File: src/rtl/irsa_peeling_decoder_unit_macros.svh
// Assertion macros for the IRSA peeling decoder.
`ifndef IRSA_PEELING_DECODER_UNIT_MACROS_SVH
`define IRSA_PEELING_DECODER_UNIT_MACROS_SVH
`ifndef NO_ASSERTIONS
`define IRSA_ASSERT_NEVER(lbl, cond, msg) \
  lbl: assert property (@(posedge clk) disable iff (!rst_n) !(cond)) else $error(msg);
`define IRSA_ASSERT_IMP(lbl, ante, cons, msg) \
  lbl: assert property (@(posedge clk) disable iff (!rst_n) (ante) |-> (cons)) else $error(msg);
`define IRSA_ASSERT_NEXT(lbl, ante, cons, msg) \
  lbl: assert property (@(posedge clk) disable iff (!rst_n) (ante) |=> (cons)) else $error(msg);
`else
`define IRSA_ASSERT_NEVER(lbl, cond, msg)
`define IRSA_ASSERT_IMP(lbl, ante, cons, msg)
`define IRSA_ASSERT_NEXT(lbl, ante, cons, msg)
`endif
`endif

File: src/rtl/irsa_pkg.sv
// Types and constants shared by the IRSA peeling decoder modules.
`default_nettype none
package irsa_pkg;
  localparam int MAX_REPLICAS   = 64;
  localparam int SLOT_BITS      = 8;
  localparam int PACKET_ID_BITS = 16;
  localparam int IDX_BITS       = $clog2(MAX_REPLICAS);
  localparam int CNT_BITS       = $clog2(MAX_REPLICAS + 1);
  localparam int QUEUE_DEPTH    = 2;
  localparam int QPTR_BITS      = $clog2(QUEUE_DEPTH);
  localparam int QCNT_BITS      = $clog2(QUEUE_DEPTH + 1);

  typedef enum logic {KIND_STORE, KIND_EOF} kind_t;

  typedef struct packed {
    kind_t                     kind;
    logic [PACKET_ID_BITS-1:0] pkt;
    logic [SLOT_BITS-1:0]      slot;
  } item_t;

  typedef struct packed {
    logic  valid;
    item_t item;
  } handoff_t;

  typedef enum logic [2:0] {
    ST_IDLE, ST_CHK_I, ST_LOAD_I, ST_SCAN_RD, ST_SCAN_EV, ST_MARK_RD, ST_MARK_EV, ST_PASS
  } back_st_t;
endpackage
`default_nettype wire

File: src/rtl/irsa_front.sv
// Front end: accepts and classifies items and queues them for the back end.
`default_nettype none
module irsa_front (
  input  wire logic              clk,
  input  wire logic              rst_n,
  input  wire logic              start,
  output logic                   busy,
  input  wire logic              in_operation,
  input  wire logic [15:0]       in_packet_id,
  input  wire logic [7:0]        in_slot_id,
  input  wire logic              pop,
  output irsa_pkg::handoff_t     head
);
  irsa_pkg::item_t                  q_r [irsa_pkg::QUEUE_DEPTH];
  logic [irsa_pkg::QPTR_BITS-1:0]   wr_ptr_r, wr_ptr_nxt, rd_ptr_r, rd_ptr_nxt;
  logic [irsa_pkg::QCNT_BITS-1:0]   cnt_r, cnt_nxt;
  logic                             push, do_pop;
  irsa_pkg::item_t                  item;

  assign busy   = (cnt_r == irsa_pkg::QCNT_BITS'(irsa_pkg::QUEUE_DEPTH));
  assign push   = start && !busy;
  assign do_pop = pop && (cnt_r != '0);

  always_comb begin
    item.kind = in_operation ? irsa_pkg::KIND_EOF : irsa_pkg::KIND_STORE;
    item.pkt  = irsa_pkg::PACKET_ID_BITS'(in_packet_id);
    item.slot = irsa_pkg::SLOT_BITS'(in_slot_id);
    wr_ptr_nxt = wr_ptr_r;
    rd_ptr_nxt = rd_ptr_r;
    if (push) begin
      wr_ptr_nxt = (wr_ptr_r == irsa_pkg::QPTR_BITS'(irsa_pkg::QUEUE_DEPTH - 1)) ? '0
                   : wr_ptr_r + 1'b1;
    end
    if (do_pop) begin
      rd_ptr_nxt = (rd_ptr_r == irsa_pkg::QPTR_BITS'(irsa_pkg::QUEUE_DEPTH - 1)) ? '0
                   : rd_ptr_r + 1'b1;
    end
    cnt_nxt = cnt_r + irsa_pkg::QCNT_BITS'(push) - irsa_pkg::QCNT_BITS'(do_pop);
    head.valid = (cnt_r != '0);
    head.item  = q_r[rd_ptr_r];
  end

  always_ff @(posedge clk) begin
    if (!rst_n) begin
      wr_ptr_r <= '0;
      rd_ptr_r <= '0;
      cnt_r    <= '0;
    end else begin
      wr_ptr_r <= wr_ptr_nxt;
      rd_ptr_r <= rd_ptr_nxt;
      cnt_r    <= cnt_nxt;
    end
  end

  always_ff @(posedge clk) begin
    if (push) begin
      q_r[wr_ptr_r] <= item;
    end
  end
endmodule
`default_nettype wire

File: src/rtl/irsa_back.sv
// Back end: replica store and iterative peeling sequencer.
`default_nettype none
`include "irsa_peeling_decoder_unit_macros.svh"
module irsa_back (
  input  wire logic               clk,
  input  wire logic               rst_n,
  input  wire irsa_pkg::handoff_t head,
  output logic                    pop,
  output logic                    out_valid,
  output logic [6:0]              out_frame_decoded,
  output logic [31:0]             out_total_decoded,
  output logic                    out_frame_overflow
);
  localparam int IW = irsa_pkg::IDX_BITS;
  localparam int CW = irsa_pkg::CNT_BITS;

  logic [irsa_pkg::PACKET_ID_BITS-1:0] mem_pkt [irsa_pkg::MAX_REPLICAS];
  logic [irsa_pkg::SLOT_BITS-1:0]      mem_slot [irsa_pkg::MAX_REPLICAS];
  logic [irsa_pkg::PACKET_ID_BITS-1:0] rd_pkt_r, cur_pkt_r, cur_pkt_nxt;
  logic [irsa_pkg::SLOT_BITS-1:0]      rd_slot_r, cur_slot_r, cur_slot_nxt;
  logic [IW-1:0]                       rd_addr;
  logic                                wr_en;

  irsa_pkg::back_st_t          st_r, st_nxt;
  logic [irsa_pkg::MAX_REPLICAS-1:0] clean_r, clean_nxt;
  logic [CW-1:0]               cnt_r, cnt_nxt, i_r, i_nxt, j_r, j_nxt, found_r, found_nxt;
  logic                        ovf_r, ovf_nxt, chg_r, chg_nxt;
  logic [31:0]                 total_r, total_nxt;
  logic                        ov_r, ov_nxt;
  logic [6:0]                  ofd_r, ofd_nxt;
  logic                        oovf_r, oovf_nxt;

  assign pop                = (st_r == irsa_pkg::ST_IDLE);
  assign out_valid          = ov_r;
  assign out_frame_decoded  = ofd_r;
  assign out_total_decoded  = total_r;
  assign out_frame_overflow = oovf_r;

  always_comb begin
    st_nxt       = st_r;
    clean_nxt    = clean_r;
    cnt_nxt      = cnt_r;
    i_nxt        = i_r;
    j_nxt        = j_r;
    found_nxt    = found_r;
    ovf_nxt      = ovf_r;
    chg_nxt      = chg_r;
    total_nxt    = total_r;
    ov_nxt       = 1'b0;
    ofd_nxt      = ofd_r;
    oovf_nxt     = oovf_r;
    cur_pkt_nxt  = cur_pkt_r;
    cur_slot_nxt = cur_slot_r;
    rd_addr      = '0;
    wr_en        = 1'b0;
    case (st_r)
      irsa_pkg::ST_IDLE: begin
        if (head.valid) begin
          if (head.item.kind == irsa_pkg::KIND_STORE) begin
            if (cnt_r < CW'(irsa_pkg::MAX_REPLICAS)) begin
              wr_en                   = 1'b1;
              clean_nxt[cnt_r[IW-1:0]] = 1'b0;
              cnt_nxt                 = cnt_r + 1'b1;
            end else begin
              ovf_nxt = 1'b1;
            end
          end else begin
            i_nxt     = '0;
            chg_nxt   = 1'b0;
            found_nxt = '0;
            st_nxt    = irsa_pkg::ST_CHK_I;
          end
        end
      end
      irsa_pkg::ST_CHK_I: begin
        if (i_r == cnt_r) begin
          st_nxt = irsa_pkg::ST_PASS;
        end else if (clean_r[i_r[IW-1:0]]) begin
          i_nxt = i_r + 1'b1;
        end else begin
          rd_addr = i_r[IW-1:0];
          st_nxt  = irsa_pkg::ST_LOAD_I;
        end
      end
      irsa_pkg::ST_LOAD_I: begin
        cur_pkt_nxt  = rd_pkt_r;
        cur_slot_nxt = rd_slot_r;
        j_nxt        = '0;
        st_nxt       = irsa_pkg::ST_SCAN_RD;
      end
      irsa_pkg::ST_SCAN_RD: begin
        if (j_r == cnt_r) begin
          found_nxt = found_r + 1'b1;
          chg_nxt   = 1'b1;
          j_nxt     = '0;
          st_nxt    = irsa_pkg::ST_MARK_RD;
        end else begin
          rd_addr = j_r[IW-1:0];
          st_nxt  = irsa_pkg::ST_SCAN_EV;
        end
      end
      irsa_pkg::ST_SCAN_EV: begin
        if (rd_slot_r == cur_slot_r && rd_pkt_r != cur_pkt_r && !clean_r[j_r[IW-1:0]]) begin
          i_nxt  = i_r + 1'b1;
          st_nxt = irsa_pkg::ST_CHK_I;
        end else begin
          j_nxt  = j_r + 1'b1;
          st_nxt = irsa_pkg::ST_SCAN_RD;
        end
      end
      irsa_pkg::ST_MARK_RD: begin
        if (j_r == cnt_r) begin
          i_nxt  = i_r + 1'b1;
          st_nxt = irsa_pkg::ST_CHK_I;
        end else begin
          rd_addr = j_r[IW-1:0];
          st_nxt  = irsa_pkg::ST_MARK_EV;
        end
      end
      irsa_pkg::ST_MARK_EV: begin
        if (rd_pkt_r == cur_pkt_r) begin
          clean_nxt[j_r[IW-1:0]] = 1'b1;
        end
        j_nxt  = j_r + 1'b1;
        st_nxt = irsa_pkg::ST_MARK_RD;
      end
      irsa_pkg::ST_PASS: begin
        if (chg_r) begin
          i_nxt   = '0;
          chg_nxt = 1'b0;
          st_nxt  = irsa_pkg::ST_CHK_I;
        end else begin
          total_nxt = total_r + 32'(found_r);
          ov_nxt    = 1'b1;
          ofd_nxt   = 7'(found_r);
          oovf_nxt  = ovf_r;
          clean_nxt = '0;
          cnt_nxt   = '0;
          ovf_nxt   = 1'b0;
          st_nxt    = irsa_pkg::ST_IDLE;
        end
      end
      default: st_nxt = irsa_pkg::ST_IDLE;
    endcase
  end

  always_ff @(posedge clk) begin
    if (!rst_n) begin
      st_r    <= irsa_pkg::ST_IDLE;
      clean_r <= '0;
      cnt_r   <= '0;
      i_r     <= '0;
      j_r     <= '0;
      found_r <= '0;
      ovf_r   <= 1'b0;
      chg_r   <= 1'b0;
      total_r <= '0;
      ov_r    <= 1'b0;
    end else begin
      st_r    <= st_nxt;
      clean_r <= clean_nxt;
      cnt_r   <= cnt_nxt;
      i_r     <= i_nxt;
      j_r     <= j_nxt;
      found_r <= found_nxt;
      ovf_r   <= ovf_nxt;
      chg_r   <= chg_nxt;
      total_r <= total_nxt;
      ov_r    <= ov_nxt;
    end
  end

  always_ff @(posedge clk) begin
    ofd_r      <= ofd_nxt;
    oovf_r     <= oovf_nxt;
    cur_pkt_r  <= cur_pkt_nxt;
    cur_slot_r <= cur_slot_nxt;
  end

  always_ff @(posedge clk) begin
    if (wr_en) begin
      mem_pkt[cnt_r[IW-1:0]]  <= head.item.pkt;
      mem_slot[cnt_r[IW-1:0]] <= head.item.slot;
    end
    rd_pkt_r  <= mem_pkt[rd_addr];
    rd_slot_r <= mem_slot[rd_addr];
  end

  `IRSA_ASSERT_NEVER(a_cnt_range, cnt_r > CW'(irsa_pkg::MAX_REPLICAS), "replica count overrun")
  `IRSA_ASSERT_NEXT(a_strobe_once, ov_r, !ov_r, "result strobe held")
  `IRSA_ASSERT_IMP(a_strobe_src, ov_r, $past(st_r) == irsa_pkg::ST_PASS, "stray result")
  `IRSA_ASSERT_IMP(a_found_range, st_r != irsa_pkg::ST_IDLE, found_r <= cnt_r, "found overrun")
endmodule
`default_nettype wire

File: src/rtl/irsa_peeling_decoder_unit.sv
// Store items: accepted while busy is low; while idle, the back end retires one per cycle from a two-entry queue.
// End of frame: each pass skips clean replicas; a replica sharing its slot with another packet is blocked,
// else its packet's replicas are marked clean; passes repeat until one decodes nothing.
// The result strobe is registered, rising in the cycle after the last pass, and lasts one cycle; no output stall.
// Synchronous active-low reset clears the queue, store count, clean bits and total.
`default_nettype none
module irsa_peeling_decoder_unit (
  input  wire logic        clk,
  input  wire logic        rst_n,
  input  wire logic        start,
  output logic             busy,
  input  wire logic        in_operation,
  input  wire logic [15:0] in_packet_id,
  input  wire logic [7:0]  in_slot_id,
  output logic             out_valid,
  output logic [6:0]       out_frame_decoded,
  output logic [31:0]      out_total_decoded,
  output logic             out_frame_overflow
);
  irsa_pkg::handoff_t head;
  logic               pop;

  irsa_front u_front (
    .clk(clk), .rst_n(rst_n), .start(start), .busy(busy),
    .in_operation(in_operation), .in_packet_id(in_packet_id), .in_slot_id(in_slot_id),
    .pop(pop), .head(head)
  );

  irsa_back u_back (
    .clk(clk), .rst_n(rst_n), .head(head), .pop(pop),
    .out_valid(out_valid), .out_frame_decoded(out_frame_decoded),
    .out_total_decoded(out_total_decoded), .out_frame_overflow(out_frame_overflow)
  );
endmodule
`default_nettype wire
File: config.mk
export PLATFORM = sky130hd
export DESIGN_NAME = irsa_peeling_decoder_unit
export DESIGN_NICKNAME = d
export VERILOG_FILES = /design/src/rtl/irsa_pkg.sv /design/src/rtl/irsa_front.sv /design/src/rtl/irsa_back.sv /design/src/rtl/irsa_peeling_decoder_unit.sv
export VERILOG_INCLUDE_DIRS = /design/src /design/src/rtl
export SDC_FILE = /design/constraint.sdc
export NUM_CORES = 2
export LEC_CHECK = 0
export ABC_AREA = 1
export BUFFER_PORTS_ARGS = -buffer_cell sky130_fd_sc_hd__buf_2
export CAP_MARGIN = 40
export CORE_ASPECT_RATIO = 1.5
export CORE_MARGIN = 2
export CORE_UTILIZATION = 40
export CTS_CLUSTER_SIZE = 40
export DETAILED_ROUTE_END_ITERATION = 12
export PLACE_DENSITY = 0.54
export RECOVER_POWER = 100
export SETUP_SLACK_MARGIN = 0.4
export SYNTH_ARGS = -nofsm -noshare
export SYNTH_HDL_FRONTEND = slang
export SYNTH_SLANG_ARGS = --single-unit
File: constraint.sdc
create_clock -name clk -period 6.15 [get_ports clk]
set_input_delay 0.615 -clock clk [delete_from_list [all_inputs] [get_ports clk]]
set_output_delay 0.615 -clock clk [all_outputs]
set_load 0.02 [all_outputs]
# After elaboration in Yosys (flattened, before gate mapping)
# Memories as Yosys holds them, arrays and structs flattened. A register that Yosys moved wholly into a read port is not among the register bits.
# Cells that the tools add are included.
# op_classes
addsub,9
magnitude_cmp,6
n_eq_ne,28
mux,68
bitwise_logic,4
n_reduce_logical,27
# op_table
cell,n
2-to-1 mux 64 bit,5
case mux 64 bit (3 select lines),1
2-to-1 mux 7 bit,14
bitwise AND 64 bit,1
inverter 64 bit,1
OR 64 bit,1
case mux 7 bit (5 select lines),1
adder 32 x 7 -> 32 bit,1
adder 7 x 1 -> 7 bit (second input constant),4
case mux 7 bit (2 select lines),2
case mux 7 bit (4 select lines),1
2-to-1 mux 1 bit,27
case mux 3 bit (8 select lines),1
< comparator 6 x 7 -> 1 bit (second input constant),3
2-to-1 mux 6 bit,3
== test 16 bit,1
inequality test 16 bit,1
inequality test 2 x 1 -> 1 bit (second input constant),8
2-to-1 mux 3 bit,5
== test 7 bit,2
binary-select mux 1 bit (select 6 bit),2
demux 1 bit (select 6 bit),2
== test 3 bit (second input constant),4
greater-or-equal comparator 6 x 1 -> 1 bit (second input constant),2
29 further kinds,49
# totals
ff_bits,166
ram_bits,1586
input_bits,28
out_inout_bits,42
elab_cells,162
memories,3
# memory_table
memory,words,width,rd,rd_ports_with_merged_regs,write_ports,line_no,source
u_back.mem_pkt,64,16,1,1,1,irsa_back.sv:17,logic [irsa_pkg::PACKET_ID_BITS-1:0] mem_pkt [irsa_pkg::MAX_REPLICAS];
u_back.mem_slot,64,8,1,1,1,irsa_back.sv:18,logic [irsa_pkg::SLOT_BITS-1:0] mem_slot [irsa_pkg::MAX_REPLICAS];
u_front.q_r,2,25,1,1,1,irsa_front.sv:14,irsa_pkg::item_t q_r [irsa_pkg::QUEUE_DEPTH];

# Longest topological paths before layout
# logic_depth
depth_word,10
ltp_mapped,26
depth_no_buf,21

# Hierarchy
# Synthesis repeated with hierarchy kept, for this count alone.
# unflattened
cells_unflattened,7665
hier_area_um2,80237.0
# modules_own_cells
mod,n_inst,cells_each,area_per_inst_um2,seq_area_each_um2
irsa_back,1,7549,78079.9,50168.1
irsa_front,1,116,2157.1,1601.5

# Worst setup path after synthesis
# OpenSTA, ideal clock, no wires.
# synth_timing
kind,register to register
from,reg (tool-made name)
to,mem u_back.mem_pkt[31][0] (netlist name) (enable)
setup_ps,435
arrival_ps,3240
t_required_ps,5715
setup_slack_ps,2474
path_stages_with_launch,13
n_path_buf,2
synth_period_minus_slack_ps,3676
cell_sequence,dfxtp_1 -> clkbuf_1 -> inv_2 -> nand2_1 -> nand2_1 -> nor2_1 -> nor2_1 -> nor2_1 -> inv_1 -> nor2_1 -> inv_1 -> clkbuf_1 -> nor3_1
# synth_rtl
element,line_no
to (decl),irsa_back.sv:17

# Final worst setup path
# layout_timing
from,reg u_back.i_r[0]
to,reg u_back.rd_pkt_r[14] (netlist name) (read register of u_back.mem_pkt)
# layout_between
elab_chain_cells,5
word_cells_on_any_way,6
cone_classes,eq/ne (1); mux (5)
# layout_rtl
element,line_no,source
from (decl),irsa_back.sv:26,"logic [CW-1:0] cnt_r, cnt_nxt, i_r, i_nxt, j_r, j_nxt, found_r, found_nxt;"
from (signal assigned),irsa_back.sv:163,i_r <= i_nxt;
binary-select mux 1 bit (select 6 bit),irsa_back.sv:78,end else if (clean_r[i_r[IW-1:0]]) begin
2-to-1 mux 1 bit (implied by the code),irsa_back.sv:78,
2-to-1 mux 6 bit,irsa_back.sv:78,
2-to-1 mux 6 bit (*),irsa_back.sv:76,if (i_r == cnt_r) begin
case mux 6 bit (2 select lines) (*),irsa_back.sv:56,case (st_r)
to (decl),irsa_back.sv:19,"logic [irsa_pkg::PACKET_ID_BITS-1:0] rd_pkt_r, cur_pkt_r, cur_pkt_nxt;"
# Every way passes the cells marked *; elsewhere a longest branch is shown, timed or not. The select of a mux whose other input is x is not followed.
# A chain may end at the register's enable or synchronous reset.

==> impl_metrics.env <==
export IMPL_floorplan_initialDensity_pct=40.3
export IMPL_avgRoutedWirePerCell_um=25.1
export IMPL_die_width_um=369
export IMPL_post_layout_nonfiller_instances=10400
export IMPL_timing_final_ws_setup_ns=0.591
export IMPL_register_area_sq_um=51800
export IMPL_synth_async_reset_ratio_pct=0
export IMPL_synthesized_area_per_cell_sq_um=10.4
export IMPL_finalMaxSlewViolations=3035
export IMPL_max_freq_mhz=180
export IMPL_place_ws_ns=0.857
export IMPL_rr_worst_depth=18
export IMPL_worstHoldPathType="primary input to flip-flop"
export IMPL_setup_violations_final=0
export IMPL_final_layout_size_suffix_gt1_share_pct=5.79
export IMPL_dieHeight_um=551
export IMPL_rsz0062_at_grt="false"
export IMPL_num_io_pins=70
export IMPL_post_synth_inst_count=7692
export IMPL_fin_nets=7716
export IMPL_globalRouteTotalUtil_pct=25.3
export IMPL_skew_ns=0.0462
export IMPL_netlist_cell_type_count=51
export IMPL_clkLatencyLatePin_ns=0.83
export IMPL_grt_first_pass_wirelength_um=381000
export IMPL_netlist_top_cells_area="sky130_fd_sc_hd__edfxtp_1, sky130_fd_sc_hd__nand3_1, sky130_fd_sc_hd__nand2_1"
export IMPL_run_status="finished, violations left"
export IMPL_cts_buffers=178
export IMPL_ys_seq_area_share_pct=64.8
export IMPL_worst_setup_path_start_kind="flip-flop"
export IMPL_path_class="flip-flop to flip-flop"
export IMPL_grt_pass1_vias=56100
export IMPL_final_hold_viol_count=0
export IMPL_placement_io_buffers=69
export IMPL_multi_input_area_sq_um=21500
export IMPL_placed_cells_incl_taps=10100
export IMPL_core_area_sq_um=198000
export IMPL_drt_pass1_iterations=6
export IMPL_cts_clk_pin_slew_worst_paths_ns=0.06
export IMPL_synth_warning_count=0
export IMPL_area_delta_synth_final_pct=11.2
export IMPL_drt_iter0_markers=5365
export IMPL_mappedNetlistNets=7734
export IMPL_cts_tree="done"
export IMPL_cellPowerDensity_nw_per_um2=346
export IMPL_fillCellCount=18700
export IMPL_min_period_over_period_pct=90.4
export IMPL_postRouteWirelength_um=262000
export IMPL_worst_slew_pin_transition_ns=4.15
export IMPL_dr_vias_cell=5.47
export IMPL_postSynthRegisterBits=1777
export IMPL_maxCapViolCount=85
export IMPL_gr_total_overflow=0
export IMPL_required_time_of_the_critical_path_ns=6.89
export IMPL_num_vias=57100
export IMPL_grt_antenna_before_repair=6
export IMPL_cts_buffer_depth=4
export IMPL_synth_enable_flop_cells=1618
export IMPL_critical_path_endpoint_type="flip-flop"
export IMPL_clock_sink_count=1777
export IMPL_cts_htree_levels=4
export IMPL_critPathArrivalTime_ns=6.30
export IMPL_route_detailed_drc=0
export IMPL_cts_post_setup_buffers_inserted=0
export IMPL_grt_start_max_net_pins=197
export IMPL_power_static_leakage_nw=33.2
export IMPL_gpl_final_weighted_congestion=0.949
export IMPL_rows=200
export IMPL_mostFrequentLayoutCells="sky130_fd_sc_hd__nand3_1, sky130_fd_sc_hd__edfxtp_1, sky130_fd_sc_hd__nand2_1"
export IMPL_failing_checks="max-capacitance violations, max-slew violations"
export IMPL_synthesis_area_sq_um=79900
export IMPL_slew_headroom_pct=-176
export IMPL_yosys_area_top_type="sky130_fd_sc_hd__edfxtp_1"
export IMPL_die_area_sq_um=203000
export IMPL_final_sum_of_negative_setup_slack_ns=0
export IMPL_antenna_nets_post_route=0
export IMPL_synthDominantCellAreaShare_pct=60.8
export IMPL_dp_final_hpwl_um=152000
export IMPL_min_path_cells=3
export IMPL_cts_root_buf="sky130_fd_sc_hd__clkbuf_16"
export IMPL_worst_ir_drop_vdd_v=0.000261
export IMPL_worstPathMaxFanout=85
export IMPL_ys_dominant_reg_cell="sky130_fd_sc_hd__edfxtp_1"
export IMPL_post_layout_minimum_cycle_time_ns=5.56
export IMPL_layout_commonest_cell="sky130_fd_sc_hd__nand3_1"
==> Yosys cell counts (62+ instances only) <==
master                     instances
sky130_fd_sc_hd__o21ai_0         127
sky130_fd_sc_hd__nand3_1        1746
sky130_fd_sc_hd__a21oi_1         138
sky130_fd_sc_hd__nand2_1        1236
sky130_fd_sc_hd__buf_2           153
sky130_fd_sc_hd__nor2_1          171
sky130_fd_sc_hd__nand3b_1        505
sky130_fd_sc_hd__dfxtp_1         159
sky130_fd_sc_hd__buf_1            62
sky130_fd_sc_hd__inv_1          1202
sky130_fd_sc_hd__clkbuf_1        213
sky130_fd_sc_hd__nor3_1           65
sky130_fd_sc_hd__edfxtp_1       1618
==> per-stage QoR <==
stage / hold slack, ns / cell area (sq um) / util [%] / power, mW
5_1_grt: 0.327 / 88800 / 44.8 / 31.6
2_1_floorplan: 0.408 / 79900 / - / 17.5
4_1_cts: 0.273 / 89700 / 45.2 / 31.0
3_5_place_dp: 0.428 / 83800 / 42.3 / 20.2
3_3_place_gp: 0.438 / 83300 / 42.0 / 19.9
6_report: 0.309 / 88800 / 44.8 / 30.7
==> flip-flops by register name (all words and copies together), names as in the netlist, 7 cells and up, named ones only <==
name and flops:
u_back.clean_r 64, u_back.cnt_r 7, u_back.cur_pkt_r 16, u_back.cur_slot_r 8, u_back.found_r 7, u_back.i_r 7
u_back.j_r 7, u_back.mem_pkt 1024, u_back.mem_slot 512, u_back.out_frame_decoded 7, u_back.out_total_decoded 32, u_back.rd_pkt_r 16
u_back.rd_slot_r 8, u_front.q_r 50
==> worst max-delay path, cell delays in order (launching register included) <==
cell and delay [ns]:
sky130_fd_sc_hd__dfxtp_1 0.82, sky130_fd_sc_hd__buf_4 0.39, sky130_fd_sc_hd__nand2_1 0.09, sky130_fd_sc_hd__nand3_1 0.09
sky130_fd_sc_hd__nand3_1 0.07, sky130_fd_sc_hd__nand2_1 0.07, sky130_fd_sc_hd__nor2_1 0.06, sky130_fd_sc_hd__nand2_1 0.10
sky130_fd_sc_hd__nand3_2 0.15, sky130_fd_sc_hd__nand3_1 0.17, sky130_fd_sc_hd__nand2_4 0.56, sky130_fd_sc_hd__inv_8 0.85
sky130_fd_sc_hd__buf_4 0.59, sky130_fd_sc_hd__nand3_1 0.21, sky130_fd_sc_hd__nand3_1 0.13, sky130_fd_sc_hd__nand3_1 0.11
sky130_fd_sc_hd__nand3_1 0.50, sky130_fd_sc_hd__nand3_1 0.24, sky130_fd_sc_hd__nand2_1 0.13
==> cell families (layout without fill, tap and decap cells) <==
group	after synthesis	count (layout)	share of synthesized area [%]
simple gates	3779	3779	23.2
flops	1777	1777	64.8
buf+inv	1712	1825	8.64
compound gates	359	359	2.57
xor+xnor	51	51	0.559
fa+ha+maj	14	14	0.229
other cells	0	3	0
==> layout make-up <==
type | instances | share of cell area, %
diodes | 3 | 0.00846
clock inverters | 87 | 0.955
flip-flops and latches | 1777 | 58.3
clock buffers | 224 | 5.40
multi-input cells | 4203 | 24.2
repair buffers | 296 | 2.22
inverters | 1218 | 5.18
well taps | 2626 | 3.70
==> path summary, 6_finish.rpt <==
kind	end	slack (ns)	start
worst max-delay path	u_back.rd_pkt_r[14]	0.59	u_back.i_r[0]
worst min-delay path	u_front.q_r[1][21]	0.31	start
worst max register to register	u_back.rd_pkt_r[14]	0.59	u_back.i_r[0]
worst min register to register	u_back.cur_slot_r[2]	0.45	u_back.rd_slot_r[2]
==> metal layers <==
layer | global-route usage (%) | up-vias | share of wire [%]
met5 | 0 | - | 0.0046
li1 | - | 26100 | -
met4 | 16.3 | 2 | 7.7
met3 | 2.69 | 631 | 5.5
met2 | 44.2 | 2116 | 50
met1 | 29.6 | 28200 | 37
==> repair_timing <==
action                                 in CTS  in global routing
hold buffers                               25                  0
endpoints found under the hold margin      50                  0
gates resized for setup                     0                  0
==> where the power goes <==
group / total (mW) / switching, mW / internal, mW
logic: 4.72 / 3.93 / 0.783
clock network: 10.9 / 4.66 / 6.21
registers: 15.1 / 0.266 / 14.9
No activity file was read; power rests on OpenSTA's default activity.
